## src/rtl/handheld_io_interrupt_registers_assert.svh

```systemverilog
// Assertion macros used by the I/O register page RTL.
`ifndef HANDHELD_IO_INTERRUPT_REGISTERS_ASSERT_SVH
`define HANDHELD_IO_INTERRUPT_REGISTERS_ASSERT_SVH

// Same-cycle implication, checked out of reset.
`define HHIO_ASSERT_NOW(lbl, ante, cons, msg) \
    lbl: assert property (@(posedge clk) disable iff (!rst_n) (ante) |-> (cons)) \
        else $error(msg);

// Next-cycle implication, checked out of reset.
`define HHIO_ASSERT_NEXT(lbl, ante, cons, msg) \
    lbl: assert property (@(posedge clk) disable iff (!rst_n) (ante) |=> (cons)) \
        else $error(msg);

`endif

```

## src/rtl/hhio_pkg.sv

```systemverilog
package hhio_pkg;

    localparam int IRQ_LINES = 5;

    localparam logic [7:0] R_P1   = 8'h00;
    localparam logic [7:0] R_DIV  = 8'h04;
    localparam logic [7:0] R_IF   = 8'h0F;
    localparam logic [7:0] R_LCDC = 8'h40;
    localparam logic [7:0] R_STAT = 8'h41;
    localparam logic [7:0] R_LY   = 8'h44;
    localparam logic [7:0] R_DMA  = 8'h46;
    localparam logic [7:0] R_BGP  = 8'h47;
    localparam logic [7:0] R_OBP0 = 8'h48;
    localparam logic [7:0] R_OBP1 = 8'h49;
    localparam logic [7:0] R_IE   = 8'hFF;

    localparam logic [2:0] JOYPAD_LINE = 3'd4;
    localparam logic [7:0] VEC_BASE    = 8'h40;
    localparam logic [7:0] STAT_WMASK  = 8'hF8;
    localparam logic [7:0] STAT_KEEP   = 8'h07;

    typedef enum logic [2:0] {
        OP_READ    = 3'd0,
        OP_WRITE   = 3'd1,
        OP_RAISE   = 3'd2,
        OP_ACK     = 3'd3,
        OP_JOYPAD  = 3'd4,
        OP_ENABLE  = 3'd5,
        OP_DISABLE = 3'd6
    } op_t;

    typedef struct packed {
        logic       en;
        logic [7:0] addr;
        logic [7:0] data;
    } page_wr_t;

    // Registers of the published map, including those held outside the page RAM.
    function automatic logic is_plain_reg(input logic [7:0] r);
        logic hit;
        hit = (r <= 8'h02)
            || (r >= 8'h04 && r <= 8'h07)
            || (r == R_IF)
            || (r >= 8'h10 && r <= 8'h14)
            || (r >= 8'h16 && r <= 8'h1E)
            || (r >= 8'h20 && r <= 8'h26)
            || (r >= 8'h30 && r <= 8'h3F)
            || (r >= 8'h40 && r <= 8'h45)
            || (r >= 8'h47 && r <= 8'h4B)
            || (r == R_IE);
        return hit;
    endfunction

    // P1: select bits from sel, low nibble is the AND of the selected key rows.
    function automatic logic [7:0] merge_p1(input logic [7:0] sel, input logic [7:0] joy);
        logic [3:0] lo;
        logic [3:0] hi;
        lo = sel[4] ? 4'hF : joy[3:0];
        hi = sel[5] ? 4'hF : joy[7:4];
        return {sel[7:4], lo & hi};
    endfunction

    // Power-on value of a page entry never written.
    function automatic logic [7:0] page_default(input logic [7:0] r);
        logic [7:0] v;
        unique case (r)
            R_P1:   v = 8'h0F;
            R_LCDC: v = 8'h91;
            R_BGP:  v = 8'hFC;
            R_OBP0: v = 8'hFF;
            R_OBP1: v = 8'hFF;
            default: v = 8'h00;
        endcase
        return v;
    endfunction

endpackage

```

## src/rtl/hhio_ram.sv

```systemverilog
module hhio_ram #(
    parameter int WIDTH = 8,
    parameter int DEPTH = 256
) (
    input  logic                     clk,
    input  logic                     we,
    input  logic [$clog2(DEPTH)-1:0] waddr,
    input  logic [WIDTH-1:0]         wdata,
    input  logic                     re,
    input  logic [$clog2(DEPTH)-1:0] raddr,
    output logic [WIDTH-1:0]         rdata
);

    logic [WIDTH-1:0] mem [DEPTH];
    logic [WIDTH-1:0] rdata_reg;

    always_ff @(posedge clk)
    begin
        if (we)
        begin
            mem[waddr] <= wdata;
        end
        if (re)
        begin
            rdata_reg <= mem[raddr];
        end
    end

    assign rdata = rdata_reg;

endmodule

```

## src/rtl/hhio_page.sv

```systemverilog
module hhio_page
    import hhio_pkg::*;
(
    input  logic       clk,
    input  logic       rst_n,
    input  logic       rd_en,
    input  logic [7:0] rd_addr,
    input  page_wr_t   wr,
    output logic [7:0] rd_data
);

    logic [255:0] valid_reg;
    logic         hit_reg;
    logic [7:0]   addr_reg;
    logic [7:0]   ram_q;

    hhio_ram #(
        .WIDTH(8),
        .DEPTH(256)
    ) u_ram (
        .clk   (clk),
        .we    (wr.en),
        .waddr (wr.addr),
        .wdata (wr.data),
        .re    (rd_en),
        .raddr (rd_addr),
        .rdata (ram_q)
    );

    // Entry valid bits; unwritten entries read as their power-on value.
    always_ff @(posedge clk or negedge rst_n)
    begin
        if (!rst_n)
        begin
            valid_reg <= '0;
        end
        else if (wr.en)
        begin
            valid_reg[wr.addr] <= 1'b1;
        end
    end

    always_ff @(posedge clk)
    begin
        if (rd_en)
        begin
            hit_reg  <= valid_reg[rd_addr];
            addr_reg <= rd_addr;
        end
    end

    assign rd_data = hit_reg ? ram_q : page_default(addr_reg);

endmodule

```

## src/rtl/handheld_io_interrupt_registers.sv

```systemverilog
// I/O register page and interrupt controller of a handheld console. Each input
// transfer is one bus access (read or write, decoded on the low address byte)
// or one event (raise interrupt, acknowledge, joypad update, master enable on
// or off) and yields exactly one result transfer. The accept cycle issues the
// read of the 256-entry page RAM; in S_EXEC, entered in the next cycle, the
// item does the modify and write-back and loads the result register, as the
// page RAM read is registered. If a result is still held by out_ready low, the
// item waits in S_EXEC. A new item is taken while an earlier result still
// waits at the output. No clearing pass is needed after reset: every page
// entry has a valid bit, and an entry never written reads as its power-on
// value (LCDC 0x91, BGP 0xFC, OBP0/OBP1 0xFF).
// IF, IE, P1, STAT and LY live in flops next to the RAM, since events and
// video restarts touch them together with other registers.
`include "handheld_io_interrupt_registers_assert.svh"

module handheld_io_interrupt_registers
    import hhio_pkg::*;
(
    input  logic        clk,
    input  logic        rst_n,

    input  logic        in_valid,
    output logic        in_ready,
    input  logic [2:0]  operation,
    input  logic [15:0] address,
    input  logic [7:0]  data,
    input  logic [2:0]  irq_number,

    output logic        out_valid,
    input  logic        out_ready,
    output logic [7:0]  read_data,
    output logic        undefined_access,
    output logic        ack_valid,
    output logic [7:0]  vector_address,
    output logic        video_restart,
    output logic        dma_start,
    output logic [7:0]  dma_page
);

    typedef enum logic {
        S_IDLE,
        S_EXEC
    } state_t;

    state_t     state_reg;
    state_t     state_next;

    // captured item
    op_t        op_reg;
    logic [7:0] addr_reg;
    logic [7:0] data_reg;
    logic [2:0] irq_reg;

    // registers held outside the page RAM
    logic [7:0] if_reg,   if_next;
    logic [7:0] ie_reg,   ie_next;
    logic [7:0] p1_reg,   p1_next;
    logic [7:0] stat_reg, stat_next;
    logic [7:0] ly_reg,   ly_next;
    logic       ime_reg,  ime_next;
    logic [7:0] joy_reg,  joy_next;

    // result register
    logic       out_valid_reg, out_valid_next;
    logic [7:0] rdata_reg,     rdata_next;
    logic       undef_reg,     undef_next;
    logic       ackv_reg,      ackv_next;
    logic [7:0] vec_reg,       vec_next;
    logic       vrst_reg,      vrst_next;
    logic       dmas_reg,      dmas_next;
    logic [7:0] dmap_reg,      dmap_next;

    logic       accept;
    logic       exec_done;
    logic [7:0] page_rdata;
    logic [7:0] read_mux;
    page_wr_t   page_wr;
    logic [7:0] pend;
    logic       found;
    logic [2:0] line;

    assign in_ready  = (state_reg == S_IDLE);
    assign accept    = in_valid && in_ready;
    assign exec_done = (state_reg == S_EXEC) && (!out_valid_reg || out_ready);

    hhio_page u_page (
        .clk     (clk),
        .rst_n   (rst_n),
        .rd_en   (accept),
        .rd_addr (address[7:0]),
        .wr      (page_wr),
        .rd_data (page_rdata)
    );

    // Readback of a defined register other than IF.
    always_comb
    begin
        unique case (addr_reg)
            R_P1:    read_mux = p1_reg;
            R_STAT:  read_mux = stat_reg;
            R_LY:    read_mux = ly_reg;
            R_IE:    read_mux = ie_reg;
            default: read_mux = page_rdata;
        endcase
    end

    // Lowest pending enabled line.
    always_comb
    begin
        pend  = ime_reg ? (if_reg & ie_reg) : 8'h00;
        found = 1'b0;
        line  = '0;
        for (int k = IRQ_LINES - 1; k >= 0; k--)
        begin
            if (pend[k])
            begin
                found = 1'b1;
                line  = 3'(k);
            end
        end
    end

    // Modify and write back for the item in S_EXEC.
    always_comb
    begin
        if_next    = if_reg;
        ie_next    = ie_reg;
        p1_next    = p1_reg;
        stat_next  = stat_reg;
        ly_next    = ly_reg;
        ime_next   = ime_reg;
        joy_next   = joy_reg;
        rdata_next = '0;
        undef_next = 1'b0;
        ackv_next  = 1'b0;
        vec_next   = '0;
        vrst_next  = 1'b0;
        dmas_next  = 1'b0;
        dmap_next  = '0;
        page_wr    = '0;

        unique case (op_reg)
            OP_READ:
            begin
                if (addr_reg == R_IF)
                begin
                    rdata_next = ime_reg ? if_reg : 8'h00;
                end
                else if (is_plain_reg(addr_reg))
                begin
                    rdata_next = read_mux;
                end
                else
                begin
                    undef_next = 1'b1;
                end
            end
            OP_WRITE:
            begin
                priority if (addr_reg == R_DMA)
                begin
                    dmas_next = 1'b1;
                    dmap_next = data_reg;
                end
                else if (addr_reg == R_STAT)
                begin
                    stat_next  = (stat_reg & STAT_KEEP) | (data_reg & STAT_WMASK);
                    rdata_next = stat_next;
                end
                else if (addr_reg == R_LCDC)
                begin
                    if (!data_reg[7])
                    begin
                        ly_next   = '0;
                        stat_next = stat_reg & STAT_WMASK;
                        vrst_next = 1'b1;
                    end
                    page_wr    = '{en: 1'b1, addr: addr_reg, data: data_reg};
                    rdata_next = data_reg;
                end
                else if (addr_reg == R_P1)
                begin
                    p1_next    = merge_p1(data_reg, joy_reg);
                    rdata_next = p1_next;
                end
                else if (addr_reg == R_LY)
                begin
                    ly_next   = '0;
                    stat_next = stat_reg & STAT_WMASK;
                    vrst_next = 1'b1;
                end
                else if (addr_reg == R_DIV)
                begin
                    page_wr = '{en: 1'b1, addr: addr_reg, data: 8'h00};
                end
                else if (addr_reg == R_IF)
                begin
                    if_next    = data_reg;
                    rdata_next = data_reg;
                end
                else if (addr_reg == R_IE)
                begin
                    ie_next    = data_reg;
                    rdata_next = data_reg;
                end
                else if (is_plain_reg(addr_reg))
                begin
                    page_wr    = '{en: 1'b1, addr: addr_reg, data: data_reg};
                    rdata_next = data_reg;
                end
                else
                begin
                    undef_next = 1'b1;
                end
            end
            OP_RAISE:
            begin
                if ({1'b0, irq_reg} < 4'(IRQ_LINES))
                begin
                    if_next = if_reg | (8'h01 << irq_reg);
                end
            end
            OP_ACK:
            begin
                if (found)
                begin
                    if_next   = if_reg & ~(8'h01 << line);
                    ackv_next = 1'b1;
                    vec_next  = VEC_BASE | {2'b00, line, 3'b000};
                end
            end
            OP_JOYPAD:
            begin
                // any line going from high to low
                if ((joy_reg & data_reg) != joy_reg)
                begin
                    if_next = if_reg | (8'h01 << JOYPAD_LINE);
                end
                joy_next = data_reg;
                p1_next  = merge_p1(p1_reg, data_reg);
            end
            OP_ENABLE:  ime_next = 1'b1;
            OP_DISABLE: ime_next = 1'b0;
            default:
            begin
            end
        endcase

        page_wr.en = page_wr.en && exec_done;
    end

    always_comb
    begin
        state_next     = state_reg;
        out_valid_next = out_valid_reg;
        unique case (state_reg)
            S_IDLE:
            begin
                if (out_valid_reg && out_ready)
                begin
                    out_valid_next = 1'b0;
                end
                if (accept)
                begin
                    state_next = S_EXEC;
                end
            end
            S_EXEC:
            begin
                if (exec_done)
                begin
                    state_next     = S_IDLE;
                    out_valid_next = 1'b1;
                end
            end
            default: state_next = S_IDLE;
        endcase
    end

    // State and result register.
    always_ff @(posedge clk or negedge rst_n)
    begin
        if (!rst_n)
        begin
            state_reg     <= S_IDLE;
            out_valid_reg <= 1'b0;
            rdata_reg     <= '0;
            undef_reg     <= 1'b0;
            ackv_reg      <= 1'b0;
            vec_reg       <= '0;
            vrst_reg      <= 1'b0;
            dmas_reg      <= 1'b0;
            dmap_reg      <= '0;
        end
        else
        begin
            state_reg     <= state_next;
            out_valid_reg <= out_valid_next;
            if (exec_done)
            begin
                rdata_reg <= rdata_next;
                undef_reg <= undef_next;
                ackv_reg  <= ackv_next;
                vec_reg   <= vec_next;
                vrst_reg  <= vrst_next;
                dmas_reg  <= dmas_next;
                dmap_reg  <= dmap_next;
            end
        end
    end

    // Captured item.
    always_ff @(posedge clk)
    begin
        if (accept)
        begin
            op_reg   <= op_t'(operation);
            addr_reg <= address[7:0];
            data_reg <= data;
            irq_reg  <= irq_number;
        end
    end

    // Flop-held registers, updated once per item.
    always_ff @(posedge clk or negedge rst_n)
    begin
        if (!rst_n)
        begin
            if_reg   <= 8'h00;
            ie_reg   <= 8'h00;
            p1_reg   <= 8'h0F;
            stat_reg <= 8'h00;
            ly_reg   <= 8'h00;
            ime_reg  <= 1'b1;
            joy_reg  <= 8'hFF;
        end
        else if (exec_done)
        begin
            if_reg   <= if_next;
            ie_reg   <= ie_next;
            p1_reg   <= p1_next;
            stat_reg <= stat_next;
            ly_reg   <= ly_next;
            ime_reg  <= ime_next;
            joy_reg  <= joy_next;
        end
    end

    assign out_valid        = out_valid_reg;
    assign read_data        = rdata_reg;
    assign undefined_access = undef_reg;
    assign ack_valid        = ackv_reg;
    assign vector_address   = vec_reg;
    assign video_restart    = vrst_reg;
    assign dma_start        = dmas_reg;
    assign dma_page         = dmap_reg;

    // page RAM is never read and written in the same cycle
    `HHIO_ASSERT_NOW(a_no_rw_overlap, page_wr.en, !accept, "page write overlaps page read")
    // an accepted item is worked on in the next cycle
    `HHIO_ASSERT_NEXT(a_accept_exec, accept, state_reg == S_EXEC, "accepted item not in exec")
    // a vector is only reported with a valid acknowledge
    `HHIO_ASSERT_NOW(a_vec_ack, out_valid && !ack_valid, vector_address == 8'h00, "stray vector")
    // a video restart only comes from a defined write
    `HHIO_ASSERT_NOW(a_vrst_def, out_valid && video_restart, !undefined_access && !dma_start, "bad restart")

endmodule

```

## config.mk

```make
export PLATFORM = sky130hd
export DESIGN_NAME = handheld_io_interrupt_registers
export DESIGN_NICKNAME = d
export VERILOG_FILES = /design/src/rtl/hhio_pkg.sv /design/src/rtl/hhio_ram.sv /design/src/rtl/hhio_page.sv /design/src/rtl/handheld_io_interrupt_registers.sv
export VERILOG_INCLUDE_DIRS = /design/src /design/src/rtl
export SDC_FILE = /design/constraint.sdc
export NUM_CORES = 2
export LEC_CHECK = 0
export BUFFER_PORTS_ARGS = -buffer_cell sky130_fd_sc_hd__buf_4
export CELL_PAD_IN_SITES_DETAIL_PLACEMENT = 1
export CELL_PAD_IN_SITES_GLOBAL_PLACEMENT = 1
export CORE_UTILIZATION = 25
export DETAILED_ROUTE_END_ITERATION = 12
export HOLD_SLACK_MARGIN = 0.03
export PLACE_DENSITY_LB_ADDON = 0.3
export SETUP_SLACK_MARGIN = 0.2
export SLEW_MARGIN = 10
export SYNTH_ARGS = -nofsm -noshare
export SYNTH_HDL_FRONTEND = slang
export SYNTH_SLANG_ARGS = --single-unit
export TNS_END_PERCENT = 30
```

## constraint.sdc

```tcl
create_clock -name clk -period 14.3 [get_ports clk]
set_input_delay 2.86 -clock clk [delete_from_list [all_inputs] [get_ports clk]]
set_output_delay 2.86 -clock clk [all_outputs]
set_load 0.01 [all_outputs]
```

Word-level counts from Yosys, hierarchy flattened
Memory sizes are Yosys's and may differ from the RTL's. A register that Yosys moved wholly into a read port is not among the register bits. Cells that the tools add are included.

Register bits: 358. Bits in latches: 0. Memory bits (writable): 2048. ROM bits: 0. Bits of input ports: 34. Output and inout port bits: 30. Word-level logic and storage cells: 247. Memories kept: 1.

Memories: u_page.u_ram.mem (words 256, width 8, read ports 1, clocked after Yosys merged registers in 1, wr ports 1, line hhio_ram.sv:14) `logic [WIDTH-1:0] mem [DEPTH];`.

$add $sub $neg: 0. Multiply operators: 0. Divide/modulo/power cells: 0. Order comparisons: 19. Equality and inequality tests: 34. Shifts and indexed selects: 2. Mux-type cells: 105. Bitwise gates (word level): 18. Reductions and logical operators: 43.

Operators with widths (count): $mux W8 (34); $or A256 B256 Y256 (1); $mux W17 (10); $pmux W8 S4 (2); $eq A8 B7 Y1 const B (7); $mux W1 (34); $pmux W8 S2 (2); $ne A2 B2 Y1 const B (13); $mux W3 (8); $pmux W8 S3 (1); $reduce_and A12 Y1 (2); $lt A8 B9 Y1 const B (2); $and A8 B8 Y8 (2); $ge A8 B5 Y1 const B (2); $ge A8 B6 Y1 const B (2); $ge A8 B7 Y1 const B (2); $le A8 B5 Y1 const B (2); $le A8 B6 Y1 const B (2); $le A8 B7 Y1 const B (2); $mux W4 (4); $shl A1 B3 Y8 const A (2); $mux W7 (2); $reduce_and A7 Y1 (2); $logic_and A1 B1 Y1 (12); other kinds (36) (69).

Longest topological paths before layout
Word-level depth: 26. Gate-level depth with buffers: 12. Mapped depth without buffers: 7.

By module
From an unflattened synthesis, not the netlist that was laid out.

Cell total of the unflattened synthesis: 5048. Area, all modules: 95701.8 sq um.

By module, submodules not included: hhio_ram (times used 1, cells an instance 3733, area an instance 79636.4 sq um, sequential area each 61739.2 sq um); hhio_page (times used 1, cells an instance 873, area an instance 11489.8 sq um, sequential area each 6676.4 sq um); handheld_io_interrupt_registers (times used 1, cells an instance 442, area an instance 4575.6 sq um, sequential area each 2253.4 sq um).

Worst setup path after synthesis
Ideal clock, no wire load.

Path type: flip-flop to flip-flop. From: register addr_reg[1]. To: memory u_page.u_ram.mem[0][0], data pin. Library setup time: 2.094 ns. Arrival time: 11.341 ns. Data required time: 12.206 ns. Setup slack: 0.865 ns. Cell stages (with the launch flop): 9. Buffers on the path: 2. Clock period less this slack: 13.435 ns. Cells stage by stage: edfxtp_1 -> buf_2 -> nand2b_1 -> a21o_1 -> a31oi_1 -> o2bb2ai_2 -> buf_2 -> a41oi_1 -> nor3_1.

RTL lines: start: declaration (line handheld_io_interrupt_registers.sv:50) `logic [7:0] addr_reg;`; start signal: assignment (line handheld_io_interrupt_registers.sv:318) `addr_reg <= address[7:0];`; end: declaration (line hhio_ram.sv:14).

==> impl_metrics.toml <==
[setup_path]
setup.worst_path.class = "primary input to flip-flop"
critPathCaptureType = "flip-flop"
timing.critical_path.arrival_ns = 7.06
cp-start-kind = "primary input"
timing.critical_path.required_ns = 14.82
critPathMaxFanout = 61

[yosys]
synthDistinctLibCells = 91
syn-mean-instance-area_sq_um = 20.4
synth_seq_cells = 2398
synth_ff_type = "sky130_fd_sc_hd__edfxtp_1"
post_synth_instance_area_sq_um = 93400
synth.largest_area_cell = "sky130_fd_sc_hd__edfxtp_1"
yosys-top-cells-area = "sky130_fd_sc_hd__edfxtp_1 (67%), sky130_fd_sc_hd__mux4_2 (13%), sky130_fd_sc_hd__dfrtp_1 (8.2%)"
netlist.area_leader.share = 0.668
synth-edff-count = 2079
asr_flop_ratio_synth = 0.133
synth.yosys.seq_area_share = 0.754
synthCells = 4572
yosys_warnings = 0

[die]
die_x_um = 613
fp-row-count = 224
design.die.area_sq_um = 376000
core_sq_um = 372000
floorplan.die.height_um = 613
io_pins = 64
start_util = 0.251

[sta]
fin_crit_sh = 0.457
worst_clock_skew_ns = 0.0549
timing_worst_slew_pin_value_ns = 1.33
total_neg_setup_slack_ns = 0
timing.slew.headroom = 0.107
hold_viol = 0
fmaxAchievable_mhz = 153
rsz0062_at_grt = "false"
timing_max_transition_violations_final = 0
timing.hold.ws_ns = 0.371
period_needed_ns = 6.54
setup_viol = 0

[clock_tree]
clock_path_buffers = 4
cts_num_sinks = 2398
clk_root_buffer_cell = "sky130_fd_sc_hd__clkbuf_16"
cts_tree = "yes"
clkLatencyLatePin_ns = 0.84
clk_pin_slew_worst_paths_ns = 0.06
cts_hold_buf = 0
clock_buffer_count_from_cts = 270
post_cts.resized_instances = 0
cts_post_setup_buffers_inserted = 0
h_tree_depth_reported_by_cts = 5

[global_routing]
largest_net_degree_at_the_start_of_global_routing = 257
antenna_found_initial = 6
global_route_wire_length_before_repair_mm = 314
first_global_vias = 49800
grt_overflow = 0
track_usage = 0.111

[detailed_routing]
drt_iter0_markers = 3025
drt-wirelength-per-cell_um = 18.5
highest_layer = "met4"
vias_per_cell = 4.02
dr_total_vias = 45600
dr_drc_count = 0
drt-met1-wl_mm = 92.5
detailroute.wirelength.met3_mm = 6.90
detailedRoute.firstPassIterationCount = 5
postRouteWirelength_mm = 210
ant_nets = 0
route.met2.wl_mm = 105

[layout]
final_core_utilization = 0.304
final_common_cell = "sky130_fd_sc_hd__edfxtp_1"
fin_area_sq_um = 113000
final_cell_mix = "sky130_fd_sc_hd__edfxtp_1 (2079), sky130_fd_sc_hd__conb_1 (1636), sky130_fd_sc_hd__mux4_2 (545)"
syn2layout_area_growth_pct = 20.9
post_route_cells_drive_above_1_share = 0.183
finish.net_count = 6211
largest_register_ffs = 2048

[power_and_ir_drop]
leakagePower_uw = 0.0414
vdd_ir_drop_max_v = 0.0000933
post-layout-total-power_uw = 15200
cellPowerDensity_nw_per_um2 = 135

[place]
portBuffers = 51
place_hpwl_mm = 124
placement_cell_area_sq_um = 105000
routabilityCongestion = 0.767

[run_status]
run_status = "finished, final reports clean"

[min_path]
hold_path_class = "flip-flop to flip-flop"

[run]
max_cap_violations = 0
## stage by stage
step	std cells	worst slack (ns)
floorplan	6207	0.865
global placement	10900	6.70
detailed placement	10900	6.70
CTS	11300	7.61
global route	11400	7.47
finish	11400	7.76
## kinds of logic after synthesis
| group | after synthesis | synth area share |
|---|---|---|
| AOI/OAI and AO/OA | 469 | 0.0365 |
| other | 1 | 0.0000401 |
| and+or+nand+nor | 445 | 0.0250 |
| muxes | 786 | 0.158 |
| xor gates and xnor gates | 1 | 0.0000938 |
| buffers and inverters | 472 | 0.0267 |
| DFF | 2398 | 0.754 |
## worst paths after layout
kind,start,endpoint,slack (ns),depth (start not counted)
worst min register to register,u_page.valid_reg[231],u_page.valid_reg[231],0.37,0
min in group asynchronous,rst_n,read_data[2],2.05,1
worst min-delay path,u_page.valid_reg[231],u_page.valid_reg[231],0.37,0
worst max register to register,addr_reg[0],u_page.u_ram.mem[142][4],7.99,10
max in group asynchronous,rst_n,u_page.valid_reg[228],9.70,3
worst max-delay path,address[1],u_page.u_ram.rdata[7],7.76,8
## layout make-up
| type | count | area, sq um |
|---|---|---|
| clock buffer | 360 | 7430 |
| sequential | 2398 | 70400 |
| tap | 4972 | 6220 |
| antenna | 2 | 5.00 |
| fill | 38800 | 259000 |
| multi-input combinational | 3337 | 26800 |
| timing repair buffer | 150 | 1270 |
| clock inverter | 111 | 712 |
| inverter | 20 | 77.6 |
## critical path, cell delays in order
cell and delay, ns:
sky130_fd_sc_hd__buf_8 0.51, sky130_fd_sc_hd__buf_4 0.77, sky130_fd_sc_hd__buf_4 0.70, sky130_fd_sc_hd__mux4_2 0.42, sky130_fd_sc_hd__mux4_2 0.52, sky130_fd_sc_hd__a22o_1 0.30
sky130_fd_sc_hd__a211oi_1 0.60, sky130_fd_sc_hd__nor4_2 0.24
## metal layers
metal  up-vias  track usage
met5         -            0
li1      20200            -
met3       344       0.0167
met2       624        0.193
met4         0       0.0291
met1     24400        0.145
## cell usage after synthesis (all sizes together), types with 19 or more instances
| cell | n |
|---|---|
| nor4 | 20 |
| mux2i | 214 |
| or2 | 19 |
| a221oi | 23 |
| mux2 | 27 |
| nand3 | 40 |
| o21ai | 58 |
| buf | 192 |
| nand2b | 21 |
| nor2 | 98 |
| inv | 20 |
| nand2 | 118 |
| mux4 | 545 |
| o21bai | 41 |
| a21oi | 58 |
| o22ai | 28 |
| dfrtp | 306 |
| a22oi | 92 |
| nor3 | 38 |
| clkbuf | 260 |
| a22o | 34 |
| o211ai | 21 |
| edfxtp | 2079 |
## report_power, final
part           switching (uW)  internal, uW  leakage (uW)
Combinational             491           309        0.0127
Clock                    2740          3720       0.00397
Sequential                101          7860        0.0247
Total                    3330         11900        0.0414
(Power assumes the default switching activity.)
